--- src/design/mncg_pkg.sv ---
// mncg_pkg: types, register indexes, send modes and status codes shared by the
// midi note/cc message generator. No dependencies.
package mncg_pkg;

    localparam int unsigned CfgAddrW = 4;
    localparam int unsigned CfgDataW = 32;

    localparam logic [1:0] RegSendMode     = 2'd0;
    localparam logic [1:0] RegMidiChannel  = 2'd1;
    localparam logic [1:0] RegNoteDuration = 2'd2;

    localparam logic [2:0] ModeFixed = 3'd0;
    localparam logic [2:0] ModeGate  = 3'd1;
    localparam logic [2:0] ModeCc    = 3'd2;
    localparam logic [2:0] ModeStart = 3'd3;
    localparam logic [2:0] ModeStop  = 3'd4;
    localparam logic [2:0] ModeCont  = 3'd5;

    localparam logic [7:0] StatusNoteOn = 8'h90;
    localparam logic [7:0] StatusCc     = 8'hB0;
    localparam logic [7:0] StatusStart  = 8'hFA;
    localparam logic [7:0] StatusStop   = 8'hFC;
    localparam logic [7:0] StatusCont   = 8'hFB;

    localparam logic [1:0] CountChannel  = 2'd3;
    localparam logic [1:0] CountRealtime = 2'd1;

    localparam logic [6:0]  VelMax  = 7'd127;
    localparam logic [16:0] FracOne = 17'h10000;
    localparam logic [16:0] DurMin  = 17'd1;
    localparam logic [16:0] DurMax  = 17'd100000;
    localparam logic [4:0]  ChanMin = 5'd1;
    localparam logic [4:0]  ChanMax = 5'd16;

    localparam logic [2:0]  RstSendMode     = ModeFixed;
    localparam logic [4:0]  RstMidiChannel  = 5'd1;
    localparam logic [16:0] RstNoteDuration = 17'd100;

    typedef struct packed {
        logic [2:0]  send_mode;
        logic [4:0]  midi_channel;
        logic [16:0] note_duration_ms;
    } t_cfg;

    typedef struct packed {
        logic              trigger_level;
        logic [6:0]        note_or_controller;
        logic [16:0]       velocity_fraction;
        logic signed [8:0] velocity_override;
        logic [31:0]       time_ms;
    } t_in_item;

    typedef struct packed {
        logic       message_valid;
        logic [7:0] status_byte;
        logic [6:0] data_one;
        logic [6:0] data_two;
        logic [1:0] byte_count;
        logic [6:0] echo_value;
    } t_out_item;

    typedef struct packed {
        logic        trigger_latch;
        logic        off_pending;
        logic [6:0]  off_note;
        logic [7:0]  off_status;
        logic [31:0] note_on_time;
    } t_state;

endpackage

--- src/design/mncg_if.sv ---
// mncg_in_if / mncg_out_if: valid/ready channels for input ticks and messages.
// Depends on nothing.
interface mncg_in_if;
    logic              valid;
    logic              ready;
    logic              trigger_level;
    logic [6:0]        note_or_controller;
    logic [16:0]       velocity_fraction;
    logic signed [8:0] velocity_override;
    logic [31:0]       time_ms;

    modport source (output valid, trigger_level, note_or_controller, velocity_fraction,
                    velocity_override, time_ms, input ready);
    modport sink (input valid, trigger_level, note_or_controller, velocity_fraction,
                  velocity_override, time_ms, output ready);
endinterface

interface mncg_out_if;
    logic       valid;
    logic       ready;
    logic       message_valid;
    logic [7:0] status_byte;
    logic [6:0] data_one;
    logic [6:0] data_two;
    logic [1:0] byte_count;
    logic [6:0] echo_value;

    modport source (output valid, message_valid, status_byte, data_one, data_two,
                    byte_count, echo_value, input ready);
    modport sink (input valid, message_valid, status_byte, data_one, data_two,
                  byte_count, echo_value, output ready);
endinterface

--- src/design/mncg_cfg.sv ---
// mncg_cfg: apb-style register file for send mode, channel and note duration.
// Depends on mncg_pkg.
module mncg_cfg (
    input  logic                          i_clk,
    input  logic                          i_rst_n,
    input  logic                          psel,
    input  logic                          penable,
    input  logic                          pwrite,
    input  logic [mncg_pkg::CfgAddrW-1:0] paddr,
    input  logic [mncg_pkg::CfgDataW-1:0] pwdata,
    output logic [mncg_pkg::CfgDataW-1:0] prdata,
    output logic                          pready,
    output mncg_pkg::t_cfg                o_cfg
);
    mncg_pkg::t_cfg r_cfg;
    logic           wr_en;
    logic [1:0]     reg_idx;

    assign pready  = 1'b1;
    assign wr_en   = psel && penable && pwrite;
    assign reg_idx = paddr[3:2];

    always_ff @(posedge i_clk) begin
        if (!i_rst_n) begin
            r_cfg.send_mode        <= mncg_pkg::RstSendMode;
            r_cfg.midi_channel     <= mncg_pkg::RstMidiChannel;
            r_cfg.note_duration_ms <= mncg_pkg::RstNoteDuration;
        end else if (wr_en) begin
            unique case (reg_idx)
                mncg_pkg::RegSendMode:     r_cfg.send_mode        <= pwdata[2:0];
                mncg_pkg::RegMidiChannel:  r_cfg.midi_channel     <= pwdata[4:0];
                mncg_pkg::RegNoteDuration: r_cfg.note_duration_ms <= pwdata[16:0];
                default: ;
            endcase
        end
    end

    always_comb begin
        unique case (reg_idx)
            mncg_pkg::RegSendMode:     prdata = {29'd0, r_cfg.send_mode};
            mncg_pkg::RegMidiChannel:  prdata = {27'd0, r_cfg.midi_channel};
            mncg_pkg::RegNoteDuration: prdata = {15'd0, r_cfg.note_duration_ms};
            default:                   prdata = '0;
        endcase
    end

    assign o_cfg = r_cfg;
endmodule

--- src/design/mncg_msg.sv ---
// mncg_msg: edge detect, velocity scaling, duration check and message build for one tick,
// plus the next value of the generator state. Depends on mncg_pkg.
module mncg_msg (
    input  mncg_pkg::t_in_item  i_item,
    input  mncg_pkg::t_cfg      i_cfg,
    input  mncg_pkg::t_state    i_state,
    output mncg_pkg::t_out_item o_result,
    output mncg_pkg::t_state    o_state
);
    logic [4:0]  chan;
    logic [3:0]  chan_nib;
    logic [16:0] dur;
    logic [16:0] frac;
    logic [23:0] prod;
    logic [6:0]  vel;
    logic        rise;
    logic        fall;
    logic [31:0] elapsed;
    logic        expired;
    logic [7:0]  st_on;
    logic [7:0]  st_cc;

    always_comb begin
        if (i_cfg.midi_channel < mncg_pkg::ChanMin) begin
            chan = mncg_pkg::ChanMin;
        end else if (i_cfg.midi_channel > mncg_pkg::ChanMax) begin
            chan = mncg_pkg::ChanMax;
        end else begin
            chan = i_cfg.midi_channel;
        end
        chan_nib = 4'(chan - 5'd1);

        if (i_cfg.note_duration_ms < mncg_pkg::DurMin) begin
            dur = mncg_pkg::DurMin;
        end else if (i_cfg.note_duration_ms > mncg_pkg::DurMax) begin
            dur = mncg_pkg::DurMax;
        end else begin
            dur = i_cfg.note_duration_ms;
        end

        // fraction times 127 as shift and subtract
        frac = (i_item.velocity_fraction > mncg_pkg::FracOne) ? mncg_pkg::FracOne
                                                              : i_item.velocity_fraction;
        prod = {frac, 7'd0} - {7'd0, frac};
        if (i_item.velocity_override[8]) begin
            vel = prod[22:16];
        end else if (i_item.velocity_override[7:0] > {1'b0, mncg_pkg::VelMax}) begin
            vel = mncg_pkg::VelMax;
        end else begin
            vel = i_item.velocity_override[6:0];
        end

        rise    = i_item.trigger_level && !i_state.trigger_latch;
        fall    = !i_item.trigger_level && i_state.trigger_latch;
        elapsed = i_item.time_ms - i_state.note_on_time;
        expired = elapsed > {15'd0, dur};
        st_on   = mncg_pkg::StatusNoteOn | {4'd0, chan_nib};
        st_cc   = mncg_pkg::StatusCc | {4'd0, chan_nib};

        o_result = '0;
        o_state  = i_state;
        o_state.trigger_latch = i_item.trigger_level;

        unique case (i_cfg.send_mode)
            mncg_pkg::ModeFixed: begin
                if (rise) begin
                    o_result = '{1'b1, st_on, i_item.note_or_controller, vel,
                                 mncg_pkg::CountChannel, vel};
                    o_state.note_on_time = i_item.time_ms;
                    o_state.off_note     = i_item.note_or_controller;
                    o_state.off_status   = st_on;
                    o_state.off_pending  = 1'b1;
                end else if (i_state.off_pending && expired) begin
                    o_result = '{1'b1, i_state.off_status, i_state.off_note, 7'd0,
                                 mncg_pkg::CountChannel, 7'd0};
                    o_state.off_pending = 1'b0;
                end
            end
            mncg_pkg::ModeGate: begin
                if (rise) begin
                    o_result = '{1'b1, st_on, i_item.note_or_controller, vel,
                                 mncg_pkg::CountChannel, vel};
                end else if (fall) begin
                    o_result = '{1'b1, st_on, i_item.note_or_controller, 7'd0,
                                 mncg_pkg::CountChannel, 7'd0};
                end
            end
            mncg_pkg::ModeCc: begin
                o_result = '{1'b1, st_cc, i_item.note_or_controller, vel,
                             mncg_pkg::CountChannel, vel};
            end
            mncg_pkg::ModeStart: begin
                o_result = '{1'b1, mncg_pkg::StatusStart, 7'd0, 7'd0,
                             mncg_pkg::CountRealtime, 7'd0};
            end
            mncg_pkg::ModeStop: begin
                o_result = '{1'b1, mncg_pkg::StatusStop, 7'd0, 7'd0,
                             mncg_pkg::CountRealtime, 7'd0};
            end
            mncg_pkg::ModeCont: begin
                o_result = '{1'b1, mncg_pkg::StatusCont, 7'd0, 7'd0,
                             mncg_pkg::CountRealtime, 7'd0};
            end
            default: ;
        endcase
    end
endmodule

--- src/design/mncg_pipe.sv ---
// mncg_pipe: input register, generator state and result register around mncg_msg.
// Depends on mncg_pkg and mncg_msg.
module mncg_pipe (
    input  logic                i_clk,
    input  logic                i_rst_n,
    input  logic                i_in_valid,
    output logic                o_in_ready,
    input  mncg_pkg::t_in_item  i_in_item,
    input  mncg_pkg::t_cfg      i_cfg,
    output logic                o_out_valid,
    input  logic                i_out_ready,
    output mncg_pkg::t_out_item o_out_item
);
    logic                r_s1_vld;
    mncg_pkg::t_in_item  r_s1_item;
    logic                r_out_vld;
    mncg_pkg::t_out_item r_out_item;
    mncg_pkg::t_state    r_state;
    mncg_pkg::t_state    n_state;
    mncg_pkg::t_out_item n_out_item;
    logic                adv;
    logic                fire;

    assign adv        = !r_out_vld || i_out_ready;
    assign fire       = r_s1_vld && adv;
    assign o_in_ready = !r_s1_vld || adv;

    mncg_msg u_msg (
        .i_item   (r_s1_item),
        .i_cfg    (i_cfg),
        .i_state  (r_state),
        .o_result (n_out_item),
        .o_state  (n_state)
    );

    always_ff @(posedge i_clk) begin
        if (!i_rst_n) begin
            r_s1_vld  <= 1'b0;
            r_out_vld <= 1'b0;
            r_state   <= '0;
        end else begin
            if (o_in_ready) begin
                r_s1_vld <= i_in_valid;
            end
            if (adv) begin
                r_out_vld <= r_s1_vld;
            end
            if (fire) begin
                r_state <= n_state;
            end
        end
    end

    always_ff @(posedge i_clk) begin
        if (i_in_valid && o_in_ready) begin
            r_s1_item <= i_in_item;
        end
        if (fire) begin
            r_out_item <= n_out_item;
        end
    end

    assign o_out_valid = r_out_vld;
    assign o_out_item  = r_out_item;

`ifndef SYNTH
    a_stall_only_when_full: assert property (@(posedge i_clk) disable iff (!i_rst_n)
        !o_in_ready |-> (r_s1_vld && r_out_vld && !i_out_ready))
        else $error("input stalled while the pipeline can move");

    a_fire_fills_output: assert property (@(posedge i_clk) disable iff (!i_rst_n)
        fire |=> r_out_vld)
        else $error("processed beat did not reach the result register");

    a_latch_follows: assert property (@(posedge i_clk) disable iff (!i_rst_n)
        fire |=> (r_state.trigger_latch == $past(r_s1_item.trigger_level)))
        else $error("trigger latch did not follow the processed level");

    a_note_on_arms_off: assert property (@(posedge i_clk) disable iff (!i_rst_n)
        (fire && i_cfg.send_mode == mncg_pkg::ModeFixed && r_s1_item.trigger_level
         && !r_state.trigger_latch) |=> r_state.off_pending)
        else $error("fixed note-on did not arm the note-off");

    a_state_holds: assert property (@(posedge i_clk) disable iff (!i_rst_n)
        (!fire && $past(i_rst_n)) |=> $stable(r_state))
        else $error("state changed without a processed beat");
`endif
endmodule

--- src/design/midi_note_cc_message_generator_top.sv ---
// midi_note_cc_message_generator_top: apb register file plus the tick pipeline.
// Depends on mncg_pkg, mncg_if, mncg_cfg, mncg_msg and mncg_pipe.
//
//  channel | port          | direction | carries
//  --------+---------------+-----------+-------------------------------------------
//  ticks   | i_in          | sink      | trigger, note/controller, velocity, time
//  results | o_out         | source    | one midi message (or none) per tick beat
//  config  | psel..prdata  | slave     | send_mode, midi_channel, note_duration_ms
//
// one tick beat per cycle while the result is not stalled; input register then result register
// the state update and message build sit in one combinational pass between them
// synchronous active-low reset clears the state, the registers go to their defaults
// a stalled result holds the pipeline; ready drops only when both stages are full
module midi_note_cc_message_generator_top (
    input  logic                          i_clk,
    input  logic                          i_rst_n,
    mncg_in_if.sink                       i_in,
    mncg_out_if.source                    o_out,
    input  logic                          psel,
    input  logic                          penable,
    input  logic                          pwrite,
    input  logic [mncg_pkg::CfgAddrW-1:0] paddr,
    input  logic [mncg_pkg::CfgDataW-1:0] pwdata,
    output logic [mncg_pkg::CfgDataW-1:0] prdata,
    output logic                          pready
);
    mncg_pkg::t_cfg      cfg;
    mncg_pkg::t_in_item  in_item;
    mncg_pkg::t_out_item out_item;
    logic                in_ready;
    logic                out_valid;

    mncg_cfg u_cfg (
        .i_clk   (i_clk),
        .i_rst_n (i_rst_n),
        .psel    (psel),
        .penable (penable),
        .pwrite  (pwrite),
        .paddr   (paddr),
        .pwdata  (pwdata),
        .prdata  (prdata),
        .pready  (pready),
        .o_cfg   (cfg)
    );

    assign in_item.trigger_level      = i_in.trigger_level;
    assign in_item.note_or_controller = i_in.note_or_controller;
    assign in_item.velocity_fraction  = i_in.velocity_fraction;
    assign in_item.velocity_override  = i_in.velocity_override;
    assign in_item.time_ms            = i_in.time_ms;
    assign i_in.ready                 = in_ready;

    mncg_pipe u_pipe (
        .i_clk       (i_clk),
        .i_rst_n     (i_rst_n),
        .i_in_valid  (i_in.valid),
        .o_in_ready  (in_ready),
        .i_in_item   (in_item),
        .i_cfg       (cfg),
        .o_out_valid (out_valid),
        .i_out_ready (o_out.ready),
        .o_out_item  (out_item)
    );

    assign o_out.valid         = out_valid;
    assign o_out.message_valid = out_item.message_valid;
    assign o_out.status_byte   = out_item.status_byte;
    assign o_out.data_one      = out_item.data_one;
    assign o_out.data_two      = out_item.data_two;
    assign o_out.byte_count    = out_item.byte_count;
    assign o_out.echo_value    = out_item.echo_value;
endmodule

--- src/flat_wrapper.sv ---
// flat-port wrapper written by rule: the top's interface ports become plain ports
module midi_note_cc_message_generator_top_flat 
  (i_clk, i_rst_n, psel, penable, pwrite, paddr, pwdata, prdata, pready, i_in_valid, i_in_trigger_level, i_in_note_or_controller, i_in_velocity_fraction, i_in_velocity_override, i_in_time_ms, i_in_ready, o_out_valid, o_out_message_valid, o_out_status_byte, o_out_data_one, o_out_data_two, o_out_byte_count, o_out_echo_value, o_out_ready);
  mncg_in_if i_in_i ();
  mncg_out_if o_out_i ();
  input  logic i_clk;
  input  logic i_rst_n;
  input  logic psel;
  input  logic penable;
  input  logic pwrite;
  input  logic [mncg_pkg::CfgAddrW-1:0] paddr;
  input  logic [mncg_pkg::CfgDataW-1:0] pwdata;
  output logic [mncg_pkg::CfgDataW-1:0] prdata;
  output logic pready;
  input wire logic [$bits(i_in_i.valid)-1:0] i_in_valid;
  input wire logic [$bits(i_in_i.trigger_level)-1:0] i_in_trigger_level;
  input wire logic [$bits(i_in_i.note_or_controller)-1:0] i_in_note_or_controller;
  input wire logic [$bits(i_in_i.velocity_fraction)-1:0] i_in_velocity_fraction;
  input wire logic [$bits(i_in_i.velocity_override)-1:0] i_in_velocity_override;
  input wire logic [$bits(i_in_i.time_ms)-1:0] i_in_time_ms;
  output wire logic [$bits(i_in_i.ready)-1:0] i_in_ready;
  output wire logic [$bits(o_out_i.valid)-1:0] o_out_valid;
  output wire logic [$bits(o_out_i.message_valid)-1:0] o_out_message_valid;
  output wire logic [$bits(o_out_i.status_byte)-1:0] o_out_status_byte;
  output wire logic [$bits(o_out_i.data_one)-1:0] o_out_data_one;
  output wire logic [$bits(o_out_i.data_two)-1:0] o_out_data_two;
  output wire logic [$bits(o_out_i.byte_count)-1:0] o_out_byte_count;
  output wire logic [$bits(o_out_i.echo_value)-1:0] o_out_echo_value;
  input wire logic [$bits(o_out_i.ready)-1:0] o_out_ready;
  assign i_in_i.valid = i_in_valid;
  assign i_in_i.trigger_level = i_in_trigger_level;
  assign i_in_i.note_or_controller = i_in_note_or_controller;
  assign i_in_i.velocity_fraction = i_in_velocity_fraction;
  assign i_in_i.velocity_override = i_in_velocity_override;
  assign i_in_i.time_ms = i_in_time_ms;
  assign i_in_ready = i_in_i.ready;
  assign o_out_valid = o_out_i.valid;
  assign o_out_message_valid = o_out_i.message_valid;
  assign o_out_status_byte = o_out_i.status_byte;
  assign o_out_data_one = o_out_i.data_one;
  assign o_out_data_two = o_out_i.data_two;
  assign o_out_byte_count = o_out_i.byte_count;
  assign o_out_echo_value = o_out_i.echo_value;
  assign o_out_i.ready = o_out_ready;
  midi_note_cc_message_generator_top u_core (.i_clk(i_clk), .i_rst_n(i_rst_n), .i_in(i_in_i), .o_out(o_out_i), .psel(psel), .penable(penable), .pwrite(pwrite), .paddr(paddr), .pwdata(pwdata), .prdata(prdata), .pready(pready));
endmodule
--- config.mk ---
export PLATFORM = sky130hd
export DESIGN_NAME = midi_note_cc_message_generator_top_flat
export DESIGN_NICKNAME = d
export VERILOG_FILES = /design/src/design/mncg_pkg.sv /design/src/design/mncg_if.sv /design/src/design/mncg_cfg.sv /design/src/design/mncg_msg.sv /design/src/design/mncg_pipe.sv /design/src/design/midi_note_cc_message_generator_top.sv /design/src/flat_wrapper.sv
export SDC_FILE = /design/constraint.sdc
export NUM_CORES = 1
export LEC_CHECK = 0
export BUFFER_PORTS_ARGS = -buffer_cell sky130_fd_sc_hd__buf_2
export CAP_MARGIN = 20
export CORE_UTILIZATION = 45
export DETAILED_ROUTE_END_ITERATION = 12
export PLACE_DENSITY = 0.76
export SLEW_MARGIN = 20
export SYNTH_ARGS = -nofsm -noshare
export SYNTH_HDL_FRONTEND = slang
export SYNTH_SLANG_ARGS = --single-unit
--- constraint.sdc ---
create_clock -name i_clk -period 5.2 [get_ports i_clk]
set_input_delay 0.78 -clock i_clk [delete_from_list [all_inputs] [get_ports i_clk]]
set_output_delay 0.78 -clock i_clk [all_outputs]
set_load 0.02 [all_outputs]
Word level (Yosys, flattened, before mapping)
Index checks and enable logic that the tools add are counted.

word-level totals
  register bits = 171
  input port bits = 109
  output and inout bits = 67
  logic and storage cells = 74

operators by class
  add/sub/neg operators = 3
  $lt $le $gt $ge = 7
  equal/unequal tests = 7
  multiplexer cells = 15
  reduce and logical (&&, ||, !) cells = 21

operator list
  kind                                                         count
  one-hot mux 32 bit (6 select lines)                          1
  two-way mux 32 bit                                           4
  two-way mux 17 bit                                           3
  one-hot mux 17 bit (3 select lines)                          1
  > comparator 17 bit, second input constant                   2
  > comparator 32 x 17 -> 1 bit                                1
  subtractor 32 bit                                            1
  subtractor 23 x 17 -> 23 bit                                 1
  less-than comparator 17 x 1 -> 1 bit, second input constant  1
  two-way mux 7 bit                                            2
  > comparator 8 x 7 -> 1 bit, second input constant           1
  two-way mux 4 bit                                            2
  logical AND 1 bit                                            7
  == test 3 x 2 -> 1 bit, second input constant                2
  == test 3 bit, second input constant                         2
  AND reduction 2 bit                                          3
  AND reduction 3 bit                                          2
  > comparator 5 bit, second input constant                    1
  less-than comparator 5 x 1 -> 1 bit, second input constant   1
  zero test 1 bit                                              4
  subtractor 4 x 1 -> 4 bit, second input constant             1
  == test 3 x 1 -> 1 bit, second input constant                1
  zero test 3 bit                                              1
  == test 2 x 1 -> 1 bit, second input constant                1
  other kinds (5)                                              7

Logic depth before layout (Yosys ltp)
Gate-level depths: netlist of run 1.

  depth after elaboration = 8
  mapped depth = 21

By module
From an unflattened synthesis of run 1, not the netlist that was laid out.

unflattened totals
  cells, all modules = 1205
  area total of the unflattened synthesis = 10804.1 sq um

modules (own cells, without submodules)
  module     times used  cells each  area an instance (sq um)
  mncg_pipe  1           320         5028.6
  mncg_msg   1           732         4458.0
  mncg_cfg   1           153         1317.5

Worst setup path before layout of run 1
OpenSTA, ideal clock, no wires.

  kind = register to register
  from = reg u_core.u_pipe.r_s1_item[0] in the netlist's numbering
  to = reg u_core.u_pipe.r_out_item (netlist bit u_core.u_pipe.o_out_item[19]) (data pin)
  setup time = 0.257 ns
  arrival = 4.742 ns
  data required time = 4.943 ns
  path slack = 0.201 ns
  stages on the path, launching flop included = 22
  period minus slack after synthesis = 4.999 ns
  path through = edfxtp_1 -> inv_1 -> ha_1 -> inv_1 -> fa_1 -> a211oi_1 -> nor2_1 -> or3_1 -> a221oi_1 -> xnor2_1 -> ha_1 -> nand4_1 -> nor4_1 -> a41o_1 -> a31oi_1 -> a2111oi_0 -> o2111ai_1 -> or4b_1 -> o41ai_2 -> nor2_2 -> buf_6 -> a32o_1

RTL lines
  item                      line             source
  start: declaration        mncg_pipe.sv:15  mncg_pkg::t_in_item r_s1_item;
  start signal: assignment  mncg_pipe.sv:56  r_s1_item <= i_in_item;
  end signal: assignment    mncg_pipe.sv:59  r_out_item <= n_out_item;
  end: declaration          mncg_pipe.sv:17  mncg_pkg::t_out_item r_out_item;

==> impl_metrics.ini, run 1 <==
[setup_path]
worst_path_max_delay_cell = or4b_4
reg2reg_slack_ns = 0.20
cp_top_family = compound AO/OA/AOI/OAI gates
worstSetupPathType = reg2reg
cp_data_arrival_time_ns = 5.18
slowest_delay_ns = 0.53
path_cells = inv_1 -> ha_2 -> inv_2 -> fa_2 -> a211oi_2 -> buf_4 -> o21ai_2 -> nand4_1 -> nand2_1 -> xor2_1 -> ha_1 -> nand4_1 -> nor4_2 -> a41o_1 -> a31oi_1 -> a2111oi_1 -> o2111ai_1 -> or4b_4 -> o41ai_4 -> buf_4 -> nor2_4 -> a32o_1
worst_r2r_path_depth = 22
cp_data_required_time_ns = 5.38
worstSetupStartpointType = register
worst_setup_path_end_kind = register
cp_num_buf_inv = 4
path_max_fanout = 7
r2r_start = u_core.u_pipe.r_s1_item[0]$_DFFE_PP_
r2r-end = u_core.u_pipe.o_out_item[20]$_DFFE_PP_

[timing]
fmax_mhz = 200.0
period_share = 0.9617
finalMaxSlewViolations = 0
fin_crit_ns = 5.001
hold_viol_final = 0
tightestPinTransition_ns = 1.048
finalSetupViolations = 0
rsz0062_at_grt = true
slew_headroom = 0.3007
fin_skew_ns = 0.008013
worst_slack_ns = 0.1994

[hold_path]
hold_depth = 2
hold_path_startpoint = u_core.u_pipe.r_state[5]$_SDFFE_PN0P_
hold_path_end = u_core.u_pipe.r_state[5]$_SDFFE_PN0P_
hold_class = reg2reg

[synth]
ys.flop_type = edfxtp_1
synth_top_area_cell = edfxtp_1
ys_seq_area_frac = 0.4535
synth_cell_type_count = 72
syn_inst = 962
synth_area_leaders = edfxtp_1 (29%), dfxtp_1 (16%), ha_1 (8.2%), nand2_1 (7.1%), a21boi_0 (4.6%)
synthTopCellsByCount = nand2_1 (172), edfxtp_1 (89), dfxtp_1 (73), ha_1 (60), a21boi_0 (56)
syn_avg_cell_area_um2 = 9.476
ys_async_sr_fraction = 0
synth.most_common_cell = nand2_1
ys_ff_latch = 162
yosysTopAreaCellShare = 0.2932
synth-edff-count = 89
yosys_warnings = 0
synth_area_mm2 = 0.009116

[outcome]
status = finished clean

[place]
numPortBuffers = 142
place_hpwl_um = 15340
dp_cells = 1348
post-place-ws_ns = -0.2391
placed_area_mm2 = 0.01008
gp_congestion = 0.8938

[pwr]
power_frac_seq = 0.453
p_leak_nw = 4.225
powerDensity_mw_per_mm2 = 297.7
power_frac_comb = 0.164
intPower_mw = 2.336
clockPowerShare = 0.383
p_switching_uw = 863.2
ir_drop_mv = 0.2057
p_sw_frac = 0.2698
total_power_mw = 3.200

[final_layout]
fin_nets = 1275
finalInstanceArea_mm2 = 0.01075
fin_cells = 1386
drive_above_1_share = 0.2030
area_delta_synth_final_pct = 17.88

[routing]
wirelength_um = 21290
drt-wirelength-per-cell_um = 15.36
drc_errors = 0
firstDrtPassIters = 6
ant_nets = 0
vias = 7405
viasPerCell = 5.343
drt-initial-drc-count = 503

[global_route]
grt_pass1_vias = 6911
overflow = 0
grt_pass1_wl_um = 33940
antenna_found_initial = 2
grt_use_total = 0.2099
grt_max_degree = 74

[clock_network]
numCtsBuffers = 17
cts_root_buf = clkbuf_16
clock_path_buffers = 2
cts_tree = built
clk_pin_slew_worst_paths_ns = 0.06
clock_sinks = 162
cts_hold_buf = 0
clk_latency_ns = 0.43
cts_max_level = 4

[floorplan]
rows = 51
io_pins = 176
die_w_um = 144.3
dieArea_mm2 = 0.02083
coreArea_mm2 = 0.01965
start_util = 0.4638
die_height_um = 144.3

[job]
maxCapViolations = 0
[worst max-delay path by stage]
stage	start	end	cells after the start
2_1_floorplan	u_core.u_pipe.r_s1_item[0]$_DFFE_PP_	u_core.u_pipe.o_out_item[19]$_DFFE_PP_	21
3_3_place_gp	u_core.u_pipe.r_s1_item[0]$_DFFE_PP_	u_core.u_pipe.o_out_item[22]$_DFFE_PP_	21
3_5_place_dp	u_core.u_pipe.r_s1_item[0]$_DFFE_PP_	u_core.u_pipe.o_out_item[17]$_DFFE_PP_	21
4_1_cts	u_core.u_pipe.r_s1_item[0]$_DFFE_PP_	u_core.u_pipe.o_out_item[19]$_DFFE_PP_	21
5_1_grt	u_core.u_pipe.r_s1_item[0]$_DFFE_PP_	u_core.u_pipe.o_out_item[16]$_DFFE_PP_	22
6_report	u_core.u_pipe.r_s1_item[0]$_DFFE_PP_	u_core.u_pipe.o_out_item[20]$_DFFE_PP_	22
[sequential cells by signal, indices dropped and copies added (netlist names)]
name and count:
u_core.u_pipe.r_s1_item 66, u_core.u_pipe.r_state 46, u_core.u_cfg.o_cfg 25, u_core.u_pipe.o_out_item 23
u_core.u_pipe.o_out_valid 1, u_core.u_pipe.r_s1_vld 1
[cells by family after synthesis]
kind of cell               count (synthesis)  synth area share
adders and majority gates                 61           0.08455
xor gates and xnor gates                  27           0.02594
AOI/OAI and AO/OA                        253            0.1919
muxes                                     12           0.01318
and+or+nand+nor                          332            0.1710
other                                      2         0.0008238
buffers and inverters                    113           0.05915
DFF                                      162            0.4535
[power groups by stage]
stage | clock [mW] | sequential (mW) | combinational, mW
after floorplan | 0 | 1.48 | 0.358
after global placement | 0 | 1.48 | 0.499
after detailed placement | 0 | 1.48 | 0.507
after CTS | 1.24 | 1.45 | 0.514
after global routing | 1.30 | 1.46 | 0.590
final | 1.22 | 1.45 | 0.526
[cell type report]
type / instances / area [um2]
clock inverter: 14 / 138.9
tap: 265 / 331.6
clock buffer: 18 / 429.2
sequential: 162 / 4134
antenna: 3 / 7.507
multi-input combinational: 702 / 4578
timing repair buffer: 173 / 943.4
fill: 1771 / 8907
inverter: 49 / 183.9
[metrics by stage]
step / hold WS (ns) / setup TNS (ns) / util
finish: 0.4623 / 0 / 0.5468
global route: 0.4856 / -0.5020 / 0.5465
CTS: 0.4688 / 0 / 0.5423
detailed placement: 0.4610 / -2.653 / 0.5127
global placement: 0.4505 / -0.5582 / 0.5125
floorplan: 0.4414 / 0 / -
[placed cells by master, fill, tap and decap left out, drive strengths merged, types with 8 or more instances in the layout]
| master | instances |
|---|---|
| xor2 | 9 |
| nand2 | 172 |
| nor2b | 24 |
| edfxtp | 89 |
| conb | 16 |
| o21ai | 49 |
| nand4 | 8 |
| o21a | 11 |
| ha | 60 |
| a211oi | 8 |
| buf | 173 |
| nor2 | 35 |
| o211ai | 8 |
| a31oi | 13 |
| a21boi | 56 |
| inv | 50 |
| clkinv | 8 |
| clkbuf | 18 |
| xnor2 | 18 |
| nand2b | 15 |
| nand3 | 15 |
| dfxtp | 73 |
| mux2i | 12 |
| nor3 | 10 |
| a21o | 9 |
| a21oi | 46 |
| and2 | 21 |
[metal layers]
layer	routed length, um	global-route usage	up-vias
met1	9879	0.2747	3469
li1	-	-	3701
met2	9916	0.3355	207
met5	0	0	-
met3	1096	0.05066	28
met4	402	0.07645	0
[what timing repair did]
| action | in CTS | in global routing |
|---|---|---|
| pin swaps | 1 | 4 |
| cloned | 0 | 1 |
| endpoints found under the setup margin | 13 | 13 |
| gates resized for setup | 4 | 11 |
| setup buffers | 0 | 2 |
[worst min-delay path, stage by stage, from the launching register on]
cell	delay, ns
dfxtp_1	0.31
nand2_1	0.04
a21boi_0	0.06
Power figures use the tool's default switching activity.
==> run 2, diff against run 1 <==
--- a/config.mk
+++ b/config.mk
@@ -8,8 +8,10 @@
 export BUFFER_PORTS_ARGS = -buffer_cell sky130_fd_sc_hd__buf_2
 export CAP_MARGIN = 20
 export CORE_UTILIZATION = 45
+export CTS_BUF_LIST = sky130_fd_sc_hd__clkbuf_4 sky130_fd_sc_hd__clkbuf_8 sky130_fd_sc_hd__clkbuf_16
 export DETAILED_ROUTE_END_ITERATION = 12
-export PLACE_DENSITY = 0.76
+export MAX_ROUTING_LAYER = met4
+export PLACE_DENSITY = 0.73
 export SLEW_MARGIN = 20
 export SYNTH_ARGS = -nofsm -noshare
 export SYNTH_HDL_FRONTEND = slang
==> constraint.sdc (replaced) <==
create_clock -name i_clk -period 5.8 [get_ports i_clk]
set_input_delay 0.87 -clock i_clk [delete_from_list [all_inputs] [get_ports i_clk]]
set_output_delay 0.87 -clock i_clk [all_outputs]
set_load 0.02 [all_outputs]
==> run 2 against run 1 <==
  * Die area unchanged
  * Hold slack improved by 0.0030 ns
  * Clock skew up 0.013 ns
  * Highest routed layer unchanged
  * Via count decreased by 1.3%
  * Largest power group unchanged
==> impl_metrics.ini, run 2 (synthesis results as in run 1) <==
[clock_network]
cts_tree = built
clock_sinks = 162
clk_pin_slew_worst_paths_ns = 0.06
post_cts_buffers = 0
numCtsBuffers = 17
clock_path_buffers = 2
cts_max_level = 4
cts_hold_buf = 0
ctsResizeCount = 0
clk_latency_ns = 0.44
cts_root_buf = clkbuf_16

[global_route]
grt_pass1_vias = 6824
antenna_found_initial = 2
grt_pass1_wl_um = 33730
grt_use_total = 0.2142
overflow = 0
grt_max_degree = 74

[final_layout]
top_register = u_core.u_pipe.r_s1_item
nFillCells = 1807
regArea_mm2 = 0.004134
multiInputGateArea_mm2 = 0.004527
fin_nets = 1249
largest_reg_flops = 66
area_delta_synth_final_pct = 15.25
drive_above_1_share = 0.1795
finalInstanceArea_mm2 = 0.01051
final_common_cell = nand2_1
final_cell_mix = nand2_1 (172), buf_2 (142), edfxtp_1 (89)

[floorplan]
io_pins = 176
rows = 51
die_w_um = 144.3
dieArea_mm2 = 0.02083
coreArea_mm2 = 0.01965
die_height_um = 144.3
start_util = 0.4638

[routing]
vias = 7306
drt-initial-drc-count = 435
ant_nets = 0
firstDrtPassIters = 5
drt-wirelength-per-cell_um = 15.48
viasPerCell = 5.376
drc_errors = 0
wirelength_um = 21040

[timing]
fin_tns_setup_ns = 0
finalMaxSlewViolations = 0
finalSetupViolations = 0
hold_viol_final = 0
fin_crit_ns = 5.341
period_share = 0.9209
fin_skew_ns = 0.02076
slew_headroom = 0.2889
fmax_mhz = 187.2
fin_hold_ws_ns = 0.4653
tightestPinTransition_ns = 1.065
rsz0062_at_grt = false

[setup_path]
cp_data_required_time_ns = 5.98
cp_data_arrival_time_ns = 5.52
reg2reg_slack_ns = 0.46
path_max_fanout = 13
worstSetupStartpointType = register
worstSetupPathType = reg2reg
worst_setup_path_end_kind = register

[pwr]
power_frac_seq = 0.457
clockPowerShare = 0.386
p_switching_uw = 788.2
intPower_mw = 2.053
p_sw_frac = 0.2774
powerDensity_mw_per_mm2 = 270.5
ir_drop_mv = 0.1643
p_leak_nw = 4.079
power_frac_comb = 0.157

[place]
placed_area_mm2 = 0.009905
gp_congestion = 0.8725
numPortBuffers = 142
place_hpwl_um = 15340

[outcome]
status = finished clean

[job]
maxCapViolations = 0

[hold_path]
hold_class = reg2reg
## run 2: path summary, 6_finish.rpt
| path | endpoint | start | cells past startpoint |
|---|---|---|---|
| max | u_core.u_pipe.o_out_item[19]$_DFFE_PP_ | u_core.u_pipe.r_s1_item[0]$_DFFE_PP_ | 21 |
| min | u_core.u_pipe.r_state[11]$_SDFFE_PN0P_ | u_core.u_pipe.r_state[11]$_SDFFE_PN0P_ | 2 |
| min reg2reg | u_core.u_pipe.r_state[11]$_SDFFE_PN0P_ | u_core.u_pipe.r_state[11]$_SDFFE_PN0P_ | 2 |
| max reg2reg | u_core.u_pipe.o_out_item[19]$_DFFE_PP_ | u_core.u_pipe.r_s1_item[0]$_DFFE_PP_ | 21 |
## run 2: power groups by stage
stage	logic (mW)	registers (mW)	clock network, mW
after detailed placement	0.439	1.32	0
after global placement	0.430	1.32	0
after floorplan	0.321	1.32	0
final	0.445	1.30	1.10
after global routing	0.500	1.30	1.17
after CTS	0.443	1.30	1.12
## run 2: cell type report
cell class / instances / area share
well taps: 265 / 0.03156
clock buffers: 18 / 0.04180
inverters: 49 / 0.01751
repair buffers: 148 / 0.07193
multi-input cells: 701 / 0.4309
clock inverters: 14 / 0.01239
flip-flops and latches: 162 / 0.3935
diodes: 2 / 0.0004764
## run 2: worst max-delay path: stages (launching register included)
cell       delay [ns]
edfxtp_1         0.38
inv_1            0.07
ha_1             0.20
inv_1            0.07
fa_1             0.42
a211oi_2         0.27
nor2_1           0.12
or3_1            0.31
a221oi_1         0.32
xnor2_1          0.12
ha_1             0.31
nand4_1          0.12
nor4_2           0.20
a41o_1           0.20
a31oi_1          0.05
a2111oi_1        0.31
o2111ai_1        0.15
or4b_1           0.53
o41ai_2          0.35
buf_4            0.18
nor2_2           0.10
a32o_1           0.29
## run 2: stage by stage
stage                     utilization  cells  setup WS, ns  total power [mW]
final                          0.5346   1359        0.4587             2.842
after global routing           0.5346   1359       0.05562             2.974
after CTS                      0.5329   1357        0.1623             2.859
after detailed placement       0.5039   1325        0.1970             1.763
after global placement         0.5037   1324        0.3580             1.753
after floorplan                     -    976        0.8008             1.645
## run 2: per-layer routing
layer	GRT usage	share of wire
met1	0.2713	0.46
met2	0.3401	0.47
met3	0.03940	0.047
met4	0.07978	0.022
met5	-	0
